==> src/stb_pkg.sv <==
// Shared types and constants of the software timer bank.
package stb_pkg;

   localparam int TIMER_COUNT = 8;
   localparam int SLOT_W      = (TIMER_COUNT > 1) ? $clog2(TIMER_COUNT) : 1;
   localparam int COUNT_W     = 16;
   localparam int INDEX_W     = 3;

   typedef enum logic [1:0] {
      MODE_TICK = 2'd0,
      MODE_SET  = 2'd1,
      MODE_POLL = 2'd2
   } mode_type;

   typedef enum logic [1:0] {
      ST_IDLE,
      ST_READ,
      ST_WRITE
   } state_type;

   typedef struct packed {
      logic               en;
      logic [SLOT_W-1:0]  slot;
      logic [COUNT_W-1:0] data;
   } mem_wr_type;

endpackage

==> src/stb_if.sv <==
// Request and response channel interfaces of the software timer bank.
interface stb_req_if;
   logic        valid;
   logic        ready;
   logic [1:0]  mode;
   logic [2:0]  timer_index;
   logic        preset_timeout;
   logic [15:0] load_value;

   modport source (output valid, mode, timer_index, preset_timeout, load_value,
                   input ready);
   modport sink   (input valid, mode, timer_index, preset_timeout, load_value,
                   output ready);
endinterface

interface stb_rsp_if;
   logic       valid;
   logic       ready;
   logic [2:0] polled_index;
   logic       timed_out;

   modport source (output valid, polled_index, timed_out, input ready);
   modport sink   (input valid, polled_index, timed_out, output ready);
endinterface

==> src/stb_count_mem.sv <==
// Count memory of the timer bank: one write port, one registered read port.
module stb_count_mem (
   input  logic                               clock,
   input  stb_pkg::mem_wr_type                wr,
   input  logic                               rd_en,
   input  logic [stb_pkg::SLOT_W-1:0]         rd_slot,
   output logic [stb_pkg::COUNT_W-1:0]        rd_data_ff
);

   logic [stb_pkg::COUNT_W-1:0] count_mem [stb_pkg::TIMER_COUNT];

   always_ff @(posedge clock) begin
      if (wr.en) begin
         count_mem[wr.slot] <= wr.data;
      end
   end

   always_ff @(posedge clock) begin
      if (rd_en) begin
         rd_data_ff <= count_mem[rd_slot];
      end
   end

endmodule

==> src/software_timer_bank_core.sv <==
// Bank of countdown timers driven by tick, set and poll requests.
//
// The request channel carries one command per transfer: a tick decrements every
// running timer, a set loads one timer's count and timeout mark, a poll returns
// one timer's timeout mark on the response channel and clears it.
// Mode three is dropped without a response.
// A poll response appears in the cycle after its request transfer. A tick
// walks the timers one by one through a single shared decrementer and the
// count memory's one read and one write port, a read state and then a write
// state per timer; no request is taken until the walk is done.
// A new request is taken while a response is waiting only if that response
// is transferred in the same cycle; a stalled receiver holds the response and
// blocks further requests.
// Reset clears the running and timeout marks and any pending response; counts
// need no clearing since a timer only runs after a set has loaded it.
module software_timer_bank_core (
   input logic    clock,
   input logic    reset,
   stb_req_if.sink   req_bus,
   stb_rsp_if.source rsp_bus
);

   localparam int N = stb_pkg::TIMER_COUNT;

   stb_pkg::state_type          state_ff, state_in;
   logic [stb_pkg::SLOT_W-1:0]  cnt_ff, cnt_in;
   logic [N-1:0]                running_ff, running_in;
   logic [N-1:0]                expired_ff, expired_in;
   logic                        rsp_valid_ff, rsp_valid_in;
   logic [stb_pkg::INDEX_W-1:0] rsp_index_ff, rsp_index_in;
   logic                        rsp_timed_ff, rsp_timed_in;

   logic                        accept;
   logic [stb_pkg::SLOT_W-1:0]  req_slot;
   logic                        last_slot;
   logic                        rd_en;
   logic [stb_pkg::COUNT_W-1:0] rd_data;
   logic [stb_pkg::COUNT_W-1:0] dec_value;
   stb_pkg::mem_wr_type         mem_wr;

   assign req_slot  = stb_pkg::SLOT_W'(req_bus.timer_index % N);
   assign last_slot = (cnt_ff == stb_pkg::SLOT_W'(N - 1));
   assign accept    = req_bus.valid && req_bus.ready;
   assign dec_value = rd_data - stb_pkg::COUNT_W'(1);

   stb_count_mem u_mem (
      .clock      (clock),
      .wr         (mem_wr),
      .rd_en      (rd_en),
      .rd_slot    (cnt_ff),
      .rd_data_ff (rd_data)
   );

   // Next state of the tick sequencer.
   always_comb begin
      state_in = state_ff;
      cnt_in   = cnt_ff;
      case (state_ff)
         stb_pkg::ST_IDLE: begin
            cnt_in = '0;
            if (accept && req_bus.mode == stb_pkg::MODE_TICK) begin
               state_in = stb_pkg::ST_READ;
            end
         end
         stb_pkg::ST_READ: begin
            state_in = stb_pkg::ST_WRITE;
         end
         stb_pkg::ST_WRITE: begin
            cnt_in = cnt_ff + stb_pkg::SLOT_W'(1);
            if (last_slot) begin
               state_in = stb_pkg::ST_IDLE;
            end else begin
               state_in = stb_pkg::ST_READ;
            end
         end
         default: begin
            state_in = stb_pkg::ST_IDLE;
         end
      endcase
   end

   // Outputs of the sequencer and the effect of each command.
   always_comb begin
      req_bus.ready = (state_ff == stb_pkg::ST_IDLE) && (!rsp_valid_ff || rsp_bus.ready);
      rd_en         = (state_ff == stb_pkg::ST_READ);
      mem_wr.en     = 1'b0;
      mem_wr.slot   = cnt_ff;
      mem_wr.data   = dec_value;
      running_in    = running_ff;
      expired_in    = expired_ff;
      rsp_valid_in  = rsp_valid_ff && !rsp_bus.ready;
      rsp_index_in  = rsp_index_ff;
      rsp_timed_in  = rsp_timed_ff;
      case (state_ff)
         stb_pkg::ST_IDLE: begin
            if (accept) begin
               case (req_bus.mode)
                  stb_pkg::MODE_SET: begin
                     mem_wr.en            = 1'b1;
                     mem_wr.slot          = req_slot;
                     mem_wr.data          = req_bus.load_value;
                     running_in[req_slot] = 1'b1;
                     expired_in[req_slot] = req_bus.preset_timeout;
                  end
                  stb_pkg::MODE_POLL: begin
                     rsp_valid_in         = 1'b1;
                     rsp_index_in         = stb_pkg::INDEX_W'(req_slot);
                     rsp_timed_in         = expired_ff[req_slot];
                     expired_in[req_slot] = 1'b0;
                  end
                  default: begin
                  end
               endcase
            end
         end
         stb_pkg::ST_WRITE: begin
            // Only running timers count; an idle timer's entry may be unwritten.
            if (running_ff[cnt_ff]) begin
               mem_wr.en = 1'b1;
               if (dec_value == '0) begin
                  expired_in[cnt_ff] = 1'b1;
               end
            end
         end
         default: begin
         end
      endcase
      rsp_bus.valid        = rsp_valid_ff;
      rsp_bus.polled_index = rsp_index_ff;
      rsp_bus.timed_out    = rsp_timed_ff;
   end

   always_ff @(posedge clock) begin
      if (reset) begin
         state_ff     <= stb_pkg::ST_IDLE;
         cnt_ff       <= '0;
         running_ff   <= '0;
         expired_ff   <= '0;
         rsp_valid_ff <= 1'b0;
      end else begin
         state_ff     <= state_in;
         cnt_ff       <= cnt_in;
         running_ff   <= running_in;
         expired_ff   <= expired_in;
         rsp_valid_ff <= rsp_valid_in;
      end
   end

   always_ff @(posedge clock) begin
      rsp_index_ff <= rsp_index_in;
      rsp_timed_ff <= rsp_timed_in;
   end

endmodule

==> src/flat_wrapper.sv <==
// flat-port wrapper written by rule: the top's interface ports become plain ports
module software_timer_bank_core_flat 
  (clock, reset, req_bus_valid, req_bus_mode, req_bus_timer_index, req_bus_preset_timeout, req_bus_load_value, req_bus_ready, rsp_bus_valid, rsp_bus_polled_index, rsp_bus_timed_out, rsp_bus_ready);
  stb_req_if req_bus_i ();
  stb_rsp_if rsp_bus_i ();
  input logic clock;
  input logic reset;
  input wire logic [$bits(req_bus_i.valid)-1:0] req_bus_valid;
  input wire logic [$bits(req_bus_i.mode)-1:0] req_bus_mode;
  input wire logic [$bits(req_bus_i.timer_index)-1:0] req_bus_timer_index;
  input wire logic [$bits(req_bus_i.preset_timeout)-1:0] req_bus_preset_timeout;
  input wire logic [$bits(req_bus_i.load_value)-1:0] req_bus_load_value;
  output wire logic [$bits(req_bus_i.ready)-1:0] req_bus_ready;
  output wire logic [$bits(rsp_bus_i.valid)-1:0] rsp_bus_valid;
  output wire logic [$bits(rsp_bus_i.polled_index)-1:0] rsp_bus_polled_index;
  output wire logic [$bits(rsp_bus_i.timed_out)-1:0] rsp_bus_timed_out;
  input wire logic [$bits(rsp_bus_i.ready)-1:0] rsp_bus_ready;
  assign req_bus_i.valid = req_bus_valid;
  assign req_bus_i.mode = req_bus_mode;
  assign req_bus_i.timer_index = req_bus_timer_index;
  assign req_bus_i.preset_timeout = req_bus_preset_timeout;
  assign req_bus_i.load_value = req_bus_load_value;
  assign req_bus_ready = req_bus_i.ready;
  assign rsp_bus_valid = rsp_bus_i.valid;
  assign rsp_bus_polled_index = rsp_bus_i.polled_index;
  assign rsp_bus_timed_out = rsp_bus_i.timed_out;
  assign rsp_bus_i.ready = rsp_bus_ready;
  software_timer_bank_core u_core (.clock(clock), .reset(reset), .req_bus(req_bus_i), .rsp_bus(rsp_bus_i));
endmodule
==> config.mk <==
export PLATFORM = sky130hd
export DESIGN_NAME = software_timer_bank_core_flat
export DESIGN_NICKNAME = d
export VERILOG_FILES = /design/src/stb_pkg.sv /design/src/stb_if.sv /design/src/stb_count_mem.sv /design/src/software_timer_bank_core.sv /design/src/flat_wrapper.sv
export SDC_FILE = /design/constraint.sdc
export NUM_CORES = 1
export LEC_CHECK = 0
export BUFFER_PORTS_ARGS = -buffer_cell sky130_fd_sc_hd__buf_2
export CAP_MARGIN = 20
export CORE_AREA = 3 3 115 117
export CTS_CLUSTER_SIZE = 30
export DETAILED_ROUTE_END_ITERATION = 7
export DIE_AREA = 0 0 118 120
export PLACE_DENSITY = 0.77
export SLEW_MARGIN = 20
export SYNTH_ARGS = -nofsm -noshare
export SYNTH_HDL_FRONTEND = slang
export SYNTH_SLANG_ARGS = --single-unit
==> constraint.sdc <==
create_clock -name clock -period 4.5 [get_ports clock]
set_clock_uncertainty 0.05 [all_clocks]
set_input_delay 0.45 -clock clock [delete_from_list [all_inputs] [get_ports clock]]
set_output_delay 0.45 -clock clock [all_outputs]
set_load 0.05 [all_outputs]
==> results of run 1 <==
## power groups by stage
stage	Combinational, W	Sequential (W)	Clock (W)
after floorplan	0.0000760	0.00177	0
after CTS	0.000123	0.00174	0.00142
after detailed placement	0.000122	0.00177	0
after global routing	0.000137	0.00174	0.00148
after global placement	0.000119	0.00177	0
final	0.000125	0.00174	0.00141
## logic make-up (layout without fill, tap and decap cells)
kind of cell / after synthesis / count (layout)
AO/OA/AOI/OAI: 144 / 144
XOR/XNOR: 12 / 12
adder cells (fa/ha/maj): 7 / 7
buffers and inverters: 38 / 90
flip-flops: 170 / 170
multiplexers: 3 / 3
AND/OR/NAND/NOR: 165 / 165
## cells in the mapped netlist (all sizes together) (8+ instances only)
cell,instances,share of area [%]
o21ai,10,0.70
nand4,18,1.6
nand2,29,1.5
nor2,54,2.8
a31o,8,0.98
a21oi,38,2.8
clkbuf,24,1.3
nor2b,8,0.70
nor3,15,1.1
dfxtp,22,6.2
nand2b,11,0.96
a22oi,68,7.1
edfxtp,148,62
## routing by layer
metal  part of all wire, %  global-route usage, %  up-vias
li1                      -                      -     2184
met1                    38                   33.2     2445
met2                    49                   41.9      297
met3                    10                   6.46       34
met4                   2.2                   10.8        0
met5                     0                      0        -
## worst max-delay path, stage by stage, from the launching register on
cell and delay [ns]:
dfxtp_1 0.68, inv_1 0.29, a31oi_1 0.21, o21ai_0 0.11, a222oi_1 0.63, nor2_1 0.09
a22oi_1 0.34, nor2_1 0.15, buf_4 0.22
## final cells by class
class	count	area, um^2	area share (%)
multi-input cells	331	2120	26.1
clock buffers	18	429	5.28
repair buffers	51	305	3.76
inverters	7	26.3	0.323
clock inverters	14	144	1.77
well taps	172	215	2.65
flip-flops and latches	170	4880	60.1
## path summary, 6_finish.rpt
path | start | end | cells past startpoint
min | req_bus_timer_index[1] | u_core.rsp_bus.polled_index[1] | 1
min reg2reg | u_core.running_ff[0] | u_core.running_ff[0] | 2
max reg2reg | u_core.cnt_ff[2] | u_core.u_mem.count_mem[5][10] | 8
max | u_core.cnt_ff[2] | u_core.u_mem.count_mem[5][10] | 8
## placed cells by master, fill, tap and decap left out, types with 11 or more instances in the layout
cell,count
nor2_1,54
nor3_1,13
a21oi_1,36
dfxtp_1,22
nand2_1,29
clkbuf_16,17
buf_2,31
nand4_1,18
buf_4,20
edfxtp_1,148
nand2b_1,11
a22oi_1,68
## sequential cells by signal (all words and copies together), names as in the netlist
register and count:
u_core.cnt_ff 3, u_core.expired_ff 8, u_core.rsp_bus.polled_index 3, u_core.rsp_bus.timed_out 1, u_core.rsp_bus.valid 1, u_core.running_ff 8
u_core.state_ff 2, u_core.u_mem.count_mem 128, u_core.u_mem.rd_data_ff 16
## stage by stage
step                      instance area (um^2)  hold WS, ns  instances  power (W)  util [%]
after floorplan                           7150        0.386        539    0.00185         -
after global placement                    7550        0.398        731    0.00189      60.6
after CTS                                 8130        0.263        763    0.00328      65.2
after detailed placement                  7550        0.416        731    0.00189      60.6
after global routing                      8130        0.290        763    0.00336      65.2
final                                     8130        0.280        763    0.00327      65.2
==> run metrics, run 1 <==
Clock Latency Late Sink=0.43 ns; WL/cell=between 20 and 25 um; final hold vios=0; CTS H-tree lvls=4; Comb pwr share=under 10%; clk sink count=170; # setup viols final=0; fmax=between 0.3 and 0.4 GHz; Tmin final=around 3 ns; CP Data Required Time=between 4 and 5 ns; vias in the first global route=about 5000; unrepaired setup endpoints after global routing=false; Worst R2R Setup Slack=1.49 ns; Post-synth top flop=edfxtp_1; cell area after synthesis=7150 um^2; CTS root buf=clkbuf_16; setup TNS=0 ns; RePlAce Congestion=0.925; FILL cells=883; Antenna diodes=0; status=finished clean; total internal power=~0.0026 W; multiplexer share of the synthesized area=less than 1%; antenna violations before repair=0; Max VDD drop=about 0.33 mV; max-slew violation count=0; Initial Utilization=57.3%; gr usage total=25.7%; max cap viols=0; Seq cells post-synth=between 150 and 200; first-pass GRT wire length=between 20 and 30 mm; initial DRC count=around 760; Compound-Gate Fraction of Synth Area=about 14%; GRT Residual Overflow=0; Num CTS Buffers=17; Synth warnings=0; Distinct cells, synth=43; Tcrit/Tclk final=~67%; worst hold path type=in2reg; Post-CTS Setup Inserts=0; Syn-to-layout area delta=13.7%; Die Ht=120 um; Cells after Synth=539; Via Count=approximately 5000; largest fanout on the critical path=12; Post-Synth XOR/XNOR Area=about 1.5%; sequential share of power=53.1%; Simple-Gate Fraction of Synth Area=between 10% and 20%; Worst-Margin Slew=1.03 ns; CP Launch Type=flip-flop; DRT Wirelength=approximately 17 mm; Port Buffers=31; Crit path arrival time=~3.1 ns; 1st-pass router iterations=8; post-synth net total=roughly 570; largest family of logic cells by synthesized area=compound AO/OA/AOI/OAI gates; Die Span X=118 um; ys async rst share=0%; I/O Pins=32; fraction of layout cells with a size suffix above 1=around 15%; CTS-repair resized insts=0; DP HPWL=around 11 mm; Worst-path clk slew=~0.060 ns; vias per cell=roughly 6.5; NetSw=~0.00069 W; drt drc=0; type of destination of the critical path=flip-flop; Core Footprint=around 12000 um^2; Post-Syn Area per Cell=roughly 13 um^2; total die area=14200 um^2; CTS max path bufs=2; sw frac=21.1%; Slew headroom=approximately 31%; Clock power frac=between 40% and 50%; number of enable flip-flop cells after synthesis=148; worst setup path class=reg2reg; sequential area share after synthesis=just under 70%; Antenna Nets Post-Route=0; PD cells=403 nW/um^2; row count=41; Final Net Count=611; fin worst setup slack=between 1 and 1.5 ns; largest net degree at the start of global routing=31; Post-CTS Hold Fix Bufs=0; Leak=~2.7 nW; post-synthesis adder-cell area fraction=1.23%; CTS tree=built; Place WS=roughly 1.6 ns
Power figures use the tool's default switching activity.
==> run 2: changes to the inputs <==
--- a/config.mk
+++ b/config.mk
@@ -7,11 +7,11 @@
 export LEC_CHECK = 0
 export BUFFER_PORTS_ARGS = -buffer_cell sky130_fd_sc_hd__buf_2
 export CAP_MARGIN = 20
-export CORE_AREA = 3 3 115 117
+export CORE_AREA = 3 3 119 121
 export CTS_CLUSTER_SIZE = 30
 export DETAILED_ROUTE_END_ITERATION = 7
-export DIE_AREA = 0 0 118 120
-export PLACE_DENSITY = 0.77
+export DIE_AREA = 0 0 122 124
+export PLACE_DENSITY = 0.76
 export SLEW_MARGIN = 20
 export SYNTH_ARGS = -nofsm -noshare
 export SYNTH_HDL_FRONTEND = slang
==> constraint.sdc (replaced) <==
create_clock -name clock -period 2.4 [get_ports clock]
set_clock_uncertainty 0.05 [all_clocks]
set_input_delay 0.24 -clock clock [delete_from_list [all_inputs] [get_ports clock]]
set_output_delay 0.24 -clock clock [all_outputs]
set_load 0.05 [all_outputs]
==> run 2 against run 1 <==
The run now ends with negative setup slack left; first-iteration DRC count rose by 24%; via count rose by 11%; sequential share of layout area fell by 7.0 points; sequential power rose by 87%; die area rose by 6.8%; total power rose by 100%; count of clock-buffer cells in the layout fell by 1; critical path depth rose by 1; final area rose by 13%; setup slack got worse by 1.6 ns; largest power group unchanged.
==> run metrics, run 2 (synthesized netlist as in run 1, its figures left out) <==
drt drc=0 (unchanged); clk sink count=170 (unchanged); type of destination of the critical path=flip-flop (unchanged); Worst-path clk slew=0.06 ns (about the same); WL/cell=24.0 um (was 22.8 um); fmax=0.394 GHz (was 0.332 GHz); largest fanout on the critical path=8 (was 12); vias per cell=6.48 (was 6.50); CTS root buf=clkbuf_16 (unchanged); CP Launch Type=flip-flop (unchanged); status=finished, violations left (was finished clean); CTS H-tree lvls=4 (unchanged); 1st-pass router iterations=6 (was 8); Via Count=5517 (was 4960); # setup viols final=16 (was 0); CP Data Required Time=2.66 ns (was 4.63 ns); first-pass GRT wire length=29.1 mm (was 27.4 mm); final hold vios=0 (unchanged); Die Span X=122 um (was 118 um); Final Net Count=696 (was 611); vias in the first global route=5293 (was 4982); setup TNS=-1.57 ns (was 0 ns); worst hold path type=in2reg (unchanged); worst setup path class=reg2reg (unchanged); Tmin final=2.54 ns (was 3.01 ns); RePlAce Congestion=0.914 (was 0.925); most frequent cells in the layout=edfxtp_1 (148), buf_4 (79), a22oi_1 (67) (was edfxtp_1 (148), a22oi_1 (68), nor2_1 (54)); commonest non-fill, non-tap cell in the layout=edfxtp_1 (unchanged); CTS tree=built (unchanged); Antenna Nets Post-Route=0 (unchanged); total die area=15100 um^2 (was 14200 um^2); GRT Residual Overflow=0 (unchanged); Num CTS Buffers=17 (unchanged); Antenna diodes=0 (unchanged); Crit path arrival time=2.80 ns (was 3.14 ns); number of instances in the placed design=796 (was 731); Pwr Total=0.00656 W (was 0.00327 W); Syn-to-layout area delta=28.8% (was 13.7%); DP HPWL=11.8 mm (was 11.0 mm); failing checks=negative setup slack; max cap viols=0 (unchanged); Post-CTS Hold Fix Bufs=0 (unchanged); Die Ht=124 um (was 120 um); Final Non-Filler Cells=852 (was 763); DRT Wirelength=20.4 mm (was 17.4 mm); Core Footprint=13200 um^2 (was 12500 um^2); gr usage total=26.0% (was 25.7%); unrepaired setup endpoints after global routing=true (was false); Initial Utilization=54.2% (was 57.3%); I/O Pins=32 (unchanged); Port Buffers=31 (unchanged); Place WS=-0.195 ns (was 1.56 ns); max-slew violation count=0 (unchanged); Leak=3.20 nW (was 2.66 nW); antenna violations before repair=0 (unchanged); Max VDD drop=0.864 mV (was 0.332 mV); Most flops, register=u_core.u_mem.count_mem (unchanged); Largest register FFs=128 (unchanged); Tcrit/Tclk final=106% (was 66.9%); Regs by FF count=u_core.u_mem.count_mem: 128 flops, u_core.u_mem.rd_data_ff: 16 flops (unchanged); Worst-Margin Slew=1.09 ns (was 1.03 ns); Clock Latency Late Sink=0.43 ns (about the same); row count=42 (was 41); PD cells=712 nW/um^2 (was 403 nW/um^2); fraction of layout cells with a size suffix above 1=30.5% (was 15.4%); fin worst setup slack=-0.140 ns (was 1.49 ns); Util after Layout=69.8% (was 65.2%); CTS max path bufs=2 (unchanged); Slew headroom=27.3% (was 31.1%); initial DRC count=943 (was 763); largest net degree at the start of global routing=31 (unchanged)
[run 2: changes by cell type in the layout (fill, tap and decap cells not counted), sizes merged]
cell	previous run	this run
buf	51	134
clkinv	4	5
inv	11	10
clkinvlp	4	2
bufinv	2	5
clkbuf	18	19
[run 2: timing repair]
item	in CTS	in global routing
setup buffers	12	5
cloned	1	6
gates resized for setup	18	50
pin swaps	2	13
setup endpoints to repair	96	176
[run 2: final cells by class]
cell class,instances,area (um^2)
Inverter,7,26.3
Tap cell,176,220
Timing Repair Buffer,136,1130
Clock buffer,17,425
Multi-Input combinational cell,331,2290
Sequential cell,170,4890
Fill cell,833,3990
Clock inverter,15,220
[run 2: metrics by stage]
step,area (um^2),hold slack (ns)
2_1_floorplan,7160,0.289
3_3_place_gp,8100,0.412
3_5_place_dp,8100,0.425
4_1_cts,8940,0.0556
5_1_grt,9210,0.0826
6_report,9210,0.0798
[run 2: layer usage]
layer  GRT usage (%)  wire [um]
met1            34.9       7690
met2            41.7       9820
met5               0          0
met3            5.27       2140
met4            11.0        759
[run 2: worst max-delay path, cell delays in order (launching register included)]
cell and delay [ns]:
edfxtp_1 0.47, nor4_4 0.40, nand4_1 0.22, nor3_4 0.21, xor2_2 0.13, o41ai_4 0.37
buf_6 0.18, buf_12 0.13, a21oi_1 0.06, a31o_1 0.19
[run 2: where the power goes]
group / internal, W / switching [W] / leakage (nW)
logic: 0.000117 / 0.000201 / 1.38
clock network: 0.00185 / 0.00114 / 0.307
registers: 0.00324 / 0.0000146 / 1.51
total: 0.00520 / 0.00135 / 3.20
[run 2: final timing paths]
check / from / end / slack (ns) / depth (start not counted)
max: u_core.u_mem.rd_data_ff[3] / u_core.expired_ff[4] / -0.14 / 9
min: req_bus_timer_index[2] / u_core.rsp_bus.polled_index[2] / 0.08 / 1
max reg2reg: u_core.u_mem.rd_data_ff[3] / u_core.expired_ff[4] / -0.14 / 9
min reg2reg: u_core.running_ff[4] / u_core.running_ff[4] / 0.45 / 2
